File: src/design/ulsu_pkg.sv
package ulsu_pkg;

   localparam int MEM_WORDS_DEFAULT = 4096;

   // Front-to-back queue
   localparam int QUEUE_DEPTH = 2;
   localparam int QCNT_W      = $clog2(QUEUE_DEPTH + 1);

   localparam logic [1:0] FUNC_LOAD  = 2'd1;
   localparam logic [1:0] FUNC_STORE = 2'd2;

   localparam logic [1:0] SIZE_BYTE = 2'd0;
   localparam logic [1:0] SIZE_HALF = 2'd1;
   localparam logic [1:0] SIZE_WORD = 2'd2;
   localparam logic [1:0] SIZE_BAD  = 2'd3;

   localparam logic [1:0] ST_OK    = 2'd0;
   localparam logic [1:0] ST_RANGE = 2'd1;
   localparam logic [1:0] ST_SIZE  = 2'd2;

   typedef enum logic [1:0] {
      OP_NONE,
      OP_LOAD,
      OP_STORE
   } op_type;

   typedef struct packed {
      logic [1:0]  func;
      logic [31:0] byte_address;
      logic [1:0]  access_size;
      logic        sign_extend_load;
      logic [31:0] store_value;
   } req_type;

   typedef struct packed {
      logic [31:0] load_value;
      logic [1:0]  status;
   } rsp_type;

   // Classified access; byte_en and wdata cover the two-word window
   typedef struct packed {
      op_type      op;
      logic [1:0]  status;
      logic [29:0] word_idx;
      logic [1:0]  byte_off;
      logic [1:0]  size;
      logic        sext;
      logic [7:0]  byte_en;
      logic [63:0] wdata;
   } back_op_type;

   typedef struct packed {
      logic              full;
      logic              empty;
      logic [QCNT_W-1:0] count;
   } q_stat_type;

   function automatic logic [3:0] lane_bytes(input logic [1:0] size);
      logic [3:0] lanes;
      case (size)
         SIZE_BYTE: lanes = 4'b0001;
         SIZE_HALF: lanes = 4'b0011;
         default:   lanes = 4'b1111;
      endcase
      return lanes;
   endfunction

endpackage

File: src/design/ulsu_queue.sv
module ulsu_queue (
   input  logic                  clock,
   input  logic                  reset,
   input  logic                  push,
   input  ulsu_pkg::back_op_type push_op,
   input  logic                  pop,
   output ulsu_pkg::back_op_type head_op,
   output ulsu_pkg::q_stat_type  stat
);

   localparam int PTR_W = (ulsu_pkg::QUEUE_DEPTH > 1) ? $clog2(ulsu_pkg::QUEUE_DEPTH) : 1;
   localparam logic [PTR_W-1:0] LAST = PTR_W'(ulsu_pkg::QUEUE_DEPTH - 1);
   localparam int QW = ulsu_pkg::QCNT_W;

   ulsu_pkg::back_op_type entries_ff [ulsu_pkg::QUEUE_DEPTH];
   logic [PTR_W-1:0] wr_ptr_ff, wr_ptr_in;
   logic [PTR_W-1:0] rd_ptr_ff, rd_ptr_in;
   logic [QW-1:0]    count_ff, count_in;

   always_comb begin
      wr_ptr_in = wr_ptr_ff;
      rd_ptr_in = rd_ptr_ff;
      if (push) begin
         wr_ptr_in = (wr_ptr_ff == LAST) ? '0 : wr_ptr_ff + PTR_W'(1);
      end
      if (pop) begin
         rd_ptr_in = (rd_ptr_ff == LAST) ? '0 : rd_ptr_ff + PTR_W'(1);
      end
      count_in = count_ff + QW'(push) - QW'(pop);
   end

   always_ff @(posedge clock) begin
      if (reset) begin
         wr_ptr_ff <= '0;
         rd_ptr_ff <= '0;
         count_ff  <= '0;
      end else begin
         wr_ptr_ff <= wr_ptr_in;
         rd_ptr_ff <= rd_ptr_in;
         count_ff  <= count_in;
      end
   end

   always_ff @(posedge clock) begin
      if (push) begin
         entries_ff[wr_ptr_ff] <= push_op;
      end
   end

   assign head_op    = entries_ff[rd_ptr_ff];
   assign stat.full  = (count_ff == QW'(ulsu_pkg::QUEUE_DEPTH));
   assign stat.empty = (count_ff == '0);
   assign stat.count = count_ff;

endmodule

File: config.mk
export PLATFORM = sky130hd
export DESIGN_NAME = ulsu_queue
export DESIGN_NICKNAME = d
export VERILOG_FILES = /design/src/design/ulsu_pkg.sv /design/src/design/ulsu_queue.sv
export SDC_FILE = /design/constraint.sdc
export NUM_CORES = 1
export LEC_CHECK = 0
export BUFFER_PORTS_ARGS = -buffer_cell sky130_fd_sc_hd__buf_2
export CAP_MARGIN = 20
export CORE_AREA = 10 10 152 126
export CTS_CLUSTER_SIZE = 24
export DETAILED_ROUTE_END_ITERATION = 7
export DIE_AREA = 0 0 162 136
export PLACE_DENSITY = 0.79
export SYNTH_ARGS = -nofsm -noshare
export SYNTH_HDL_FRONTEND = slang
export SYNTH_SLANG_ARGS = --single-unit
File: constraint.sdc
create_clock -name clock -period 7.5 [get_ports clock]
set_input_delay 1.125 -clock clock [delete_from_list [all_inputs] [get_ports clock]]
set_output_delay 1.125 -clock clock [all_outputs]
set_load 0.005 [all_outputs]
==> impl_metrics.csv <==
group,metric,value,unit
critical_path,path_class,"flip-flop to output pin",
place,place_area,9600,sq um
clock_network,cts_resized,0,
power_and_ir_drop,p_leak,3.87,nW
synthesis,avgSynthCellArea,22.6,sq um
synthesis,synth_xor_area_share,0.485,%
floorplan,design.die.area,22000,sq um
min_path,hp-start,"rd_ptr_ff",
route,avgViaCountPerCell,5.05,
place,dpl.hpwl,11800,um
clock_network,cts_num_sinks,227,
timing,clock_skew,8.52,ps
timing,min_period_over_period,50.1,%
power_and_ir_drop,power-per-cell-area,275,nW/um^2
layout,final_area,10300,sq um
global_route,met1_usage,18.0,%
layout,syn2layout_area_growth,24.5,%
synthesis,synth.mux.area_fraction,15.1,%
synthesis,synthCells,366,
floorplan,start_util,51.0,%
critical_path,critical_path_arrival,2630,ps
layout,drive_gt1_share,60.5,%
critical_path,crit_path_max_fanout,61,
place,port_buffers,229,
synthesis,synth_top_area_share,80.8,%
clock_network,cts_max_level,1,
floorplan,fp.dieW,162,um
run_status,outcome,"finished clean",
route,drtIter0Drc,220,
clock_network,cts_tree,"built",
route,dr_total_vias,4253,
synthesis,syn_area,8260,sq um
synthesis,synth.area.top_cells,"edfxtp_1 (81%), mux2_2 (15%), buf_6 (1.4%)",
floorplan,num_rows,42,
synthesis,synth_compound_area_share,0,%
critical_path,endpoint_kind,"output pin",
global_route,antenna_found_initial,0,
floorplan,num_io_pins,230,
synthesis,synth_fa_ha_area_share,0.303,%
clock_network,cts_made_buffers,22,
clock_network,cts_setup_buffers,0,
critical_path,r2r_start,"wr_ptr_ff",
global_route,grt_util_met3,5.14,%
min_path,hold_path_class,"flip-flop to flip-flop",
critical_path,r2r_slack,5250,ps
synthesis,synth_top_family_by_area,"multiplexers",
critical_path,cp.required,6380,ps
synthesis,ys_seq_area_share,82.0,%
synthesis,synth.largest_area_cell,"edfxtp_1",
timing,timing.final.hold_violations,0,
route,wirelength,17000,um
floorplan,die_h,136,um
route,ant_nets,0,
global_route,grt_usage,14.6,%
global_route,grt_pass1_vias,4562,
clock_network,clock_latency,490,ps
synthesis,syn_nets,483,
route,route.detailed.drc,0,
global_route,grt.met2_usage,24.3,%
place,gp_congestion,0.749,
timing,worst_slew_pin_slew,874,ps
route,firstDrtPassIters,4,
timing,slew_violations,0,
timing,fin_crit,3760,ps
layout,nets,728,
clock_network,clockBufferDepth,3,
route,wl_per_cell,20.1,um
power_and_ir_drop,peakVddDrop,0.183,mV
critical_path,worst_r2r_endpoint,"entries_ff[1][98]",
synthesis,synth.distinct_cells,12,
critical_path,start_kind,"flip-flop",
synthesis,ys_seq_elements,227,
critical_path,rr_worst_depth,2,
floorplan,core,16200,sq um
min_path,whs_path_depth,2,
timing,setup_viol,0,
timing,tns,0,ps
global_route,grt.busiest_layer,"met2",
global_route,grt_max_degree,65,
job,max_cap_violations,0,
global_route,grt_overflow,0,
timing,max_freq,266,MHz
synthesis,synth_warnings,0,
global_route,grt_pass1_wl,25400,um
timing,rsz0062_at_grt,"false",
clock_network,path_clk_slew,60,ps
clock_network,hold_buffers,0,
clock_network,cts-root-buf,"clkbuf_16",
synthesis,synthSimpleGateAreaFrac,0.530,%
timing,relSlewSlack,41.7,%
## layout make-up
| cell class | instances | area (sq um) |
|---|---|---|
| sequential | 227 | 6770 |
| fill | 1203 | 5910 |
| multi-input combinational | 125 | 1370 |
| timing repair buffer | 233 | 1180 |
| clock buffer | 26 | 587 |
| tap | 220 | 275 |
| clock inverter | 9 | 91.3 |
| inverter | 2 | 7.51 |
| antenna | 1 | 2.50 |
## report_power, final
part           switching, mW  internal [mW]
Clock                  0.424          0.621
Sequential            0.0292           1.48
Combinational          0.132          0.143
Total                  0.585           2.25
## synthesized netlist by cell type
cell type,count
inv_1,2
edfxtp_1,222
buf_2,2
buf_6,10
nor2b_1,3
dfxtp_1,5
ha_1,2
nor2_1,5
xnor2_1,2
mux2_2,111
and2_1,1
xnor3_1,1
## through the flow
stage	utilization, %	worst slack, ps	cells	hold WS, ps	power [mW]
6_report	63.5	3740	843	515	2.83
3_5_place_dp	59.3	4210	807	502	1.82
2_1_floorplan	-	958	366	480	1.69
4_1_cts	63.5	3680	842	520	2.87
3_3_place_gp	59.3	4250	807	501	1.80
5_1_grt	63.5	3590	842	574	2.94
## how the worst max path moves through the flow
stage	from	slack (ps)	to	cells past startpoint
2_1_floorplan	push	960	entries_ff[0][0]	1
3_3_place_gp	flip-flop	4250	head_op[67]	3
3_5_place_dp	flip-flop	4210	head_op[9]	3
4_1_cts	flip-flop	3680	head_op[79]	3
5_1_grt	flip-flop	3590	head_op[97]	3
6_report	flip-flop	3740	head_op[65]	3
## registers in the layout (all words and copies together), names as in the netlist, named ones only
register	count
count_ff	2
wr_ptr_ff	1
rd_ptr_ff	1
entries_ff	222
## cells by family (layout without fill, tap and decap cells)
group,count (synthesis),count (layout)
mux,111,111
fa+ha+maj,2,2
flops,227,227
buf+inv,14,270
simple gates,9,9
xor+xnor,3,3
other cells,0,1
## worst max-delay path, stage by stage, from the launching register on
cell and delay [ps]:
dfxtp_4 790, buf_4 730, mux2_2 420, buf_2 130
## metal layers
layer,share of wire [%],vias up,wire length [um]
met3,8.4,25,1430
met5,0,-,0
met1,41,2125,7020
met2,49,166,8260
li1,-,1937,-
met4,1.5,0,252
## layout by cell type (no fill, tap or decap), types with 2 or more instances in the layout
| cell | n |
|---|---|
| clkinv_1 | 3 |
| clkinv_2 | 4 |
| clkbuf_16 | 23 |
| ha_1 | 2 |
| xnor2_1 | 2 |
| inv_1 | 2 |
| dfxtp_1 | 4 |
| nor2b_1 | 2 |
| edfxtp_1 | 222 |
| nor2_1 | 5 |
| mux2_2 | 111 |
| bufinv_16 | 2 |
| clkbuf_1 | 3 |
| buf_2 | 229 |
| buf_4 | 4 |
(Power assumes the default switching activity.)
