**src/design/ulsu_pkg.sv**
```systemverilog
package ulsu_pkg;

   localparam int MEM_WORDS_DEFAULT = 4096;

   // Front-to-back queue
   localparam int QUEUE_DEPTH = 2;
   localparam int QCNT_W      = $clog2(QUEUE_DEPTH + 1);

   localparam logic [1:0] FUNC_LOAD  = 2'd1;
   localparam logic [1:0] FUNC_STORE = 2'd2;

   localparam logic [1:0] SIZE_BYTE = 2'd0;
   localparam logic [1:0] SIZE_HALF = 2'd1;
   localparam logic [1:0] SIZE_WORD = 2'd2;
   localparam logic [1:0] SIZE_BAD  = 2'd3;

   localparam logic [1:0] ST_OK    = 2'd0;
   localparam logic [1:0] ST_RANGE = 2'd1;
   localparam logic [1:0] ST_SIZE  = 2'd2;

   typedef enum logic [1:0] {
      OP_NONE,
      OP_LOAD,
      OP_STORE
   } op_type;

   typedef struct packed {
      logic [1:0]  func;
      logic [31:0] byte_address;
      logic [1:0]  access_size;
      logic        sign_extend_load;
      logic [31:0] store_value;
   } req_type;

   typedef struct packed {
      logic [31:0] load_value;
      logic [1:0]  status;
   } rsp_type;

   // Classified access; byte_en and wdata cover the two-word window
   typedef struct packed {
      op_type      op;
      logic [1:0]  status;
      logic [29:0] word_idx;
      logic [1:0]  byte_off;
      logic [1:0]  size;
      logic        sext;
      logic [7:0]  byte_en;
      logic [63:0] wdata;
   } back_op_type;

   typedef struct packed {
      logic              full;
      logic              empty;
      logic [QCNT_W-1:0] count;
   } q_stat_type;

   function automatic logic [3:0] lane_bytes(input logic [1:0] size);
      logic [3:0] lanes;
      case (size)
         SIZE_BYTE: lanes = 4'b0001;
         SIZE_HALF: lanes = 4'b0011;
         default:   lanes = 4'b1111;
      endcase
      return lanes;
   endfunction

endpackage

```
**src/design/ulsu_front.sv**
```systemverilog
module ulsu_front #(
   parameter int MEM_WORDS = ulsu_pkg::MEM_WORDS_DEFAULT
) (
   input  ulsu_pkg::req_type     req_data,
   output ulsu_pkg::back_op_type op
);

   localparam logic [32:0] MEM_BYTES = 33'(MEM_WORDS) << 2;

   logic [32:0] addr_ext;
   logic [32:0] end_ext;
   logic [2:0]  nbytes;
   logic [63:0] sdata;
   logic        is_access;
   logic        start_bad;
   logic        end_bad;

   always_comb begin
      addr_ext = {1'b0, req_data.byte_address};
      case (req_data.access_size)
         ulsu_pkg::SIZE_BYTE: nbytes = 3'd1;
         ulsu_pkg::SIZE_HALF: nbytes = 3'd2;
         default:             nbytes = 3'd4;
      endcase
      end_ext   = addr_ext + 33'(nbytes);
      start_bad = addr_ext >= MEM_BYTES;
      end_bad   = end_ext > MEM_BYTES;

      case (req_data.access_size)
         ulsu_pkg::SIZE_BYTE: sdata = {56'd0, req_data.store_value[7:0]};
         ulsu_pkg::SIZE_HALF: sdata = {48'd0, req_data.store_value[15:0]};
         default:             sdata = {32'd0, req_data.store_value};
      endcase

      is_access = (req_data.func == ulsu_pkg::FUNC_LOAD) ||
                  (req_data.func == ulsu_pkg::FUNC_STORE);

      op.op       = ulsu_pkg::OP_NONE;
      op.status   = ulsu_pkg::ST_OK;
      op.word_idx = req_data.byte_address[31:2];
      op.byte_off = req_data.byte_address[1:0];
      op.size     = req_data.access_size;
      op.sext     = req_data.sign_extend_load;
      op.byte_en  = {4'd0, ulsu_pkg::lane_bytes(req_data.access_size)}
                    << req_data.byte_address[1:0];
      op.wdata    = sdata << {req_data.byte_address[1:0], 3'b000};

      // start range is checked before the size code
      if (is_access) begin
         if (start_bad) begin
            op.status = ulsu_pkg::ST_RANGE;
         end else if (req_data.access_size == ulsu_pkg::SIZE_BAD) begin
            op.status = ulsu_pkg::ST_SIZE;
         end else if (end_bad) begin
            op.status = ulsu_pkg::ST_RANGE;
         end else if (req_data.func == ulsu_pkg::FUNC_LOAD) begin
            op.op = ulsu_pkg::OP_LOAD;
         end else begin
            op.op = ulsu_pkg::OP_STORE;
         end
      end
   end

endmodule

```
**config.mk**
```make
export PLATFORM = sky130hd
export DESIGN_NAME = ulsu_front
export DESIGN_NICKNAME = d
export VERILOG_FILES = /design/src/design/ulsu_pkg.sv /design/src/design/ulsu_front.sv
export SDC_FILE = /design/constraint.sdc
export NUM_CORES = 1
export LEC_CHECK = 0
export BUFFER_PORTS_ARGS = -buffer_cell sky130_fd_sc_hd__buf_2
export CAP_MARGIN = 40
export CORE_UTILIZATION = 40
export DETAILED_ROUTE_END_ITERATION = 10
export GPL_ROUTABILITY_DRIVEN = 0
export PLACE_DENSITY = 0.89
export SLEW_MARGIN = 20
export SYNTH_ARGS = -nofsm -noshare
export SYNTH_HDL_FRONTEND = slang
export SYNTH_SLANG_ARGS = --single-unit
```
**constraint.sdc**
```tcl
create_clock -name vclk -period 4.4
set_clock_uncertainty 0.15 [all_clocks]
set_input_delay 0.44 -clock vclk [all_inputs]
set_output_delay 0.44 -clock vclk [all_outputs]
set_load 0.1 [all_outputs]
```
==> flow_metrics.env <==
export IMPL_status="completed"
export IMPL_gr_total_overflow=0
export IMPL_avgRoutedWirePerCell_um=13.7
export IMPL_fin_crit_ps=4150
export IMPL_syn_inst=310
export IMPL_setup_violations=0
export IMPL_n_antenna_cell=0
export IMPL_wl_met1_um=2640
export IMPL_initial_core_util_pct=41.5
export IMPL_design_area_mm2=0.00265
export IMPL_tns_ps=0
export IMPL_area_growth_pct=35.2
export IMPL_cpPeakStageDelay_ps=530
export IMPL_ys_warn_count=0
export IMPL_post_cts_resized=0
export IMPL_syn_area_per_cell_um2=6.32
export IMPL_vias_per_cell=5.56
export IMPL_ys_seq_area_share_pct=0
export IMPL_peakVddDrop_v=0.000122
export IMPL_relSlewSlack_pct=56.9
export IMPL_grt_first_pass_wirelength_um=9920
export IMPL_hold_path_end="op[72]"
export IMPL_drive_gt1_share_pct=45.5
export IMPL_finalHoldViolCount=0
export IMPL_dr_first_iter_drc_count=222
export IMPL_clockBufferCount=0
export IMPL_fillers=453
export IMPL_seq_cell_count=0
export IMPL_track_usage_pct=22.8
export IMPL_placedInstanceArea_mm2=0.00265
export IMPL_final_antenna_net_count=0
export IMPL_die_area_mm2=0.00518
export IMPL_ys_types=52
export IMPL_crit_top_cell="buf_2"
export IMPL_met2WireLength_um=3590
export IMPL_drcViolationCount=0
export IMPL_dr_pass1_iters=5
export IMPL_slew_viol_final=0
export IMPL_top_layer="met4"
export IMPL_drv_cap=0
export IMPL_io_buffer_count=169
export IMPL_crit_type="in2out"
export IMPL_hold_start="req_data[32]"
export IMPL_crit_start="req_data[34]"
export IMPL_dieWidth_um=72.0
export IMPL_vias=2780
export IMPL_hold_path_depth=0
export IMPL_period_share_pct=94.3
export IMPL_die_h_um=72.0
export IMPL_cp_required_ps=3810
export IMPL_crit_fanout=9
export IMPL_rows=25
export IMPL_multi_input_area_mm2=0.00163
export IMPL_synth_cell_area_mm2=0.00196
export IMPL_grt_max_degree=31
export IMPL_instances_no_fill=500
export IMPL_crit_buf_inv=3
export IMPL_antenna_found_initial=0
export IMPL_grt_setup_unrepaired="no"
export IMPL_detailed_place_hpwl_um=5570
export IMPL_cts_setup_buffers=0
export IMPL_path_delay_family="simple AND/OR/NAND/NOR gates"
export IMPL_worst_slew_pin_slew_ps=644
export IMPL_utilization_pct=56.1
export IMPL_max_freq_mhz=241
export IMPL_p_per_area_mw_per_mm2=249
export IMPL_cp_cell_sequence="buf_2 -> or2_2 -> inv_2 -> ha_4 -> a21oi_1 -> maj3_1 -> nor2_1 -> mux2_2 -> o22ai_1 -> nand2_1 -> or4_4 -> o2bb2ai_1 -> buf_2"
export IMPL_layout_area_seq_um2=0
export IMPL_holdBufCountCts=0
export IMPL_grt_pass1_vias=2183
export IMPL_placedCellCount=500
export IMPL_ios=180
export IMPL_power_leakage_nw=1.39
export IMPL_coreArea_mm2=0.00472
export IMPL_nets=509
export IMPL_timing_critical_path_from_type="primary input"
export IMPL_hp_class="in2out"
export IMPL_wl_met3_um=470
export IMPL_cp_data_arrival_time_ps=3560
export IMPL_slowest_stage="or4_4"
export IMPL_crit_path_end_kind="output port"
export IMPL_routed_wl_um=6830
-- cells in the mapped netlist (2+ instances only) --
cell type  number  share of area, %
nand4_1         4               1.3
and2_1         18               5.7
o211ai_1        2              0.77
inv_1           9               1.7
nand2_1        33               6.3
or4_4           2               1.1
o31ai_1         2              0.77
nor2_1         28               5.4
o21ai_0        22               5.6
a21oi_1        15               3.8
mux2_2          9               5.2
nand3_1         8               2.0
buf_4          44                17
mux2i_1        12               6.1
or2_2           2              0.64
xnor2_1         4               1.8
ha_1            4               2.6
nor3_1          9               2.3
buf_2           2              0.51
nor3b_1         4               1.5
a21o_1          2              0.77
nor4_1          7               2.2
o22ai_1        10               3.2
clkbuf_1       10               1.9
a22oi_1         8               3.1
nor2b_1         3              0.96
a31oi_1         3              0.96
and3_1          9               2.9
maj3_1          2               1.0
-- per-layer routing --
layer	GRT usage [%]	up-vias
met5	0	-
met4	5.23	0
met3	0.833	19
met2	45.1	181
met1	26.8	1256
li1	-	1324
-- layout by cell type, fill, tap and decap left out, types with 3 or more instances in the layout --
cell / n
a21oi_1: 15
a22oi_1: 8
a31oi_1: 3
and2_1: 18
and3_1: 9
buf_2: 167
buf_4: 3
conb_1: 9
ha_1: 3
inv_1: 8
mux2_2: 9
mux2i_1: 12
nand2_1: 33
nand3_1: 8
nand4_1: 4
nor2_1: 27
nor2b_1: 3
nor3_1: 7
nor3b_1: 4
nor4_1: 7
o21ai_0: 22
o22ai_1: 10
xnor2_1: 4
-- per-stage QoR --
stage / total power, W / hold slack [ps] / setup WS (ps)
floorplan: 0.000566 / 927 / 12.2
global placement: 0.000652 / 731 / 359
detailed placement: 0.000656 / 731 / 281
CTS: 0.000657 / 731 / 272
global route: 0.000681 / 731 / 93.1
finish: 0.000660 / 731 / 251
-- where the power goes --
group          internal, W  total, W  switching [W]
Combinational     0.000107  0.000660       0.000552
Clock                    0         0              0
Sequential               0         0              0
-- logic make-up (layout without fill, tap and decap cells) --
kind of cell / after synthesis / count (layout) / synth area share [%]
simple gates: 137 / 137 / 37.7
fa+ha+maj: 7 / 7 / 4.60
other cells: 1 / 9 / 0.191
compound gates: 73 / 73 / 23.1
buf+inv: 67 / 182 / 21.4
mux: 21 / 21 / 11.3
xor+xnor: 4 / 4 / 1.79
-- cell type report --
class / count / area share [%]
multi-input combinational: 251 / 61.5
inverter: 10 / 1.42
timing repair buffer: 172 / 33.9
tap: 67 / 3.16
-- worst max-delay path by stage --
| stage | to | slack, ps | depth (start not counted) |
|---|---|---|---|
| finish | op[107] | 250 | 13 |
| global route | op[107] | 90 | 14 |
| CTS | op[107] | 270 | 13 |
| detailed placement | op[107] | 280 | 13 |
| global placement | op[107] | 360 | 13 |
| floorplan | op[109] | 10 | 13 |
Power figures use the tool's default switching activity.
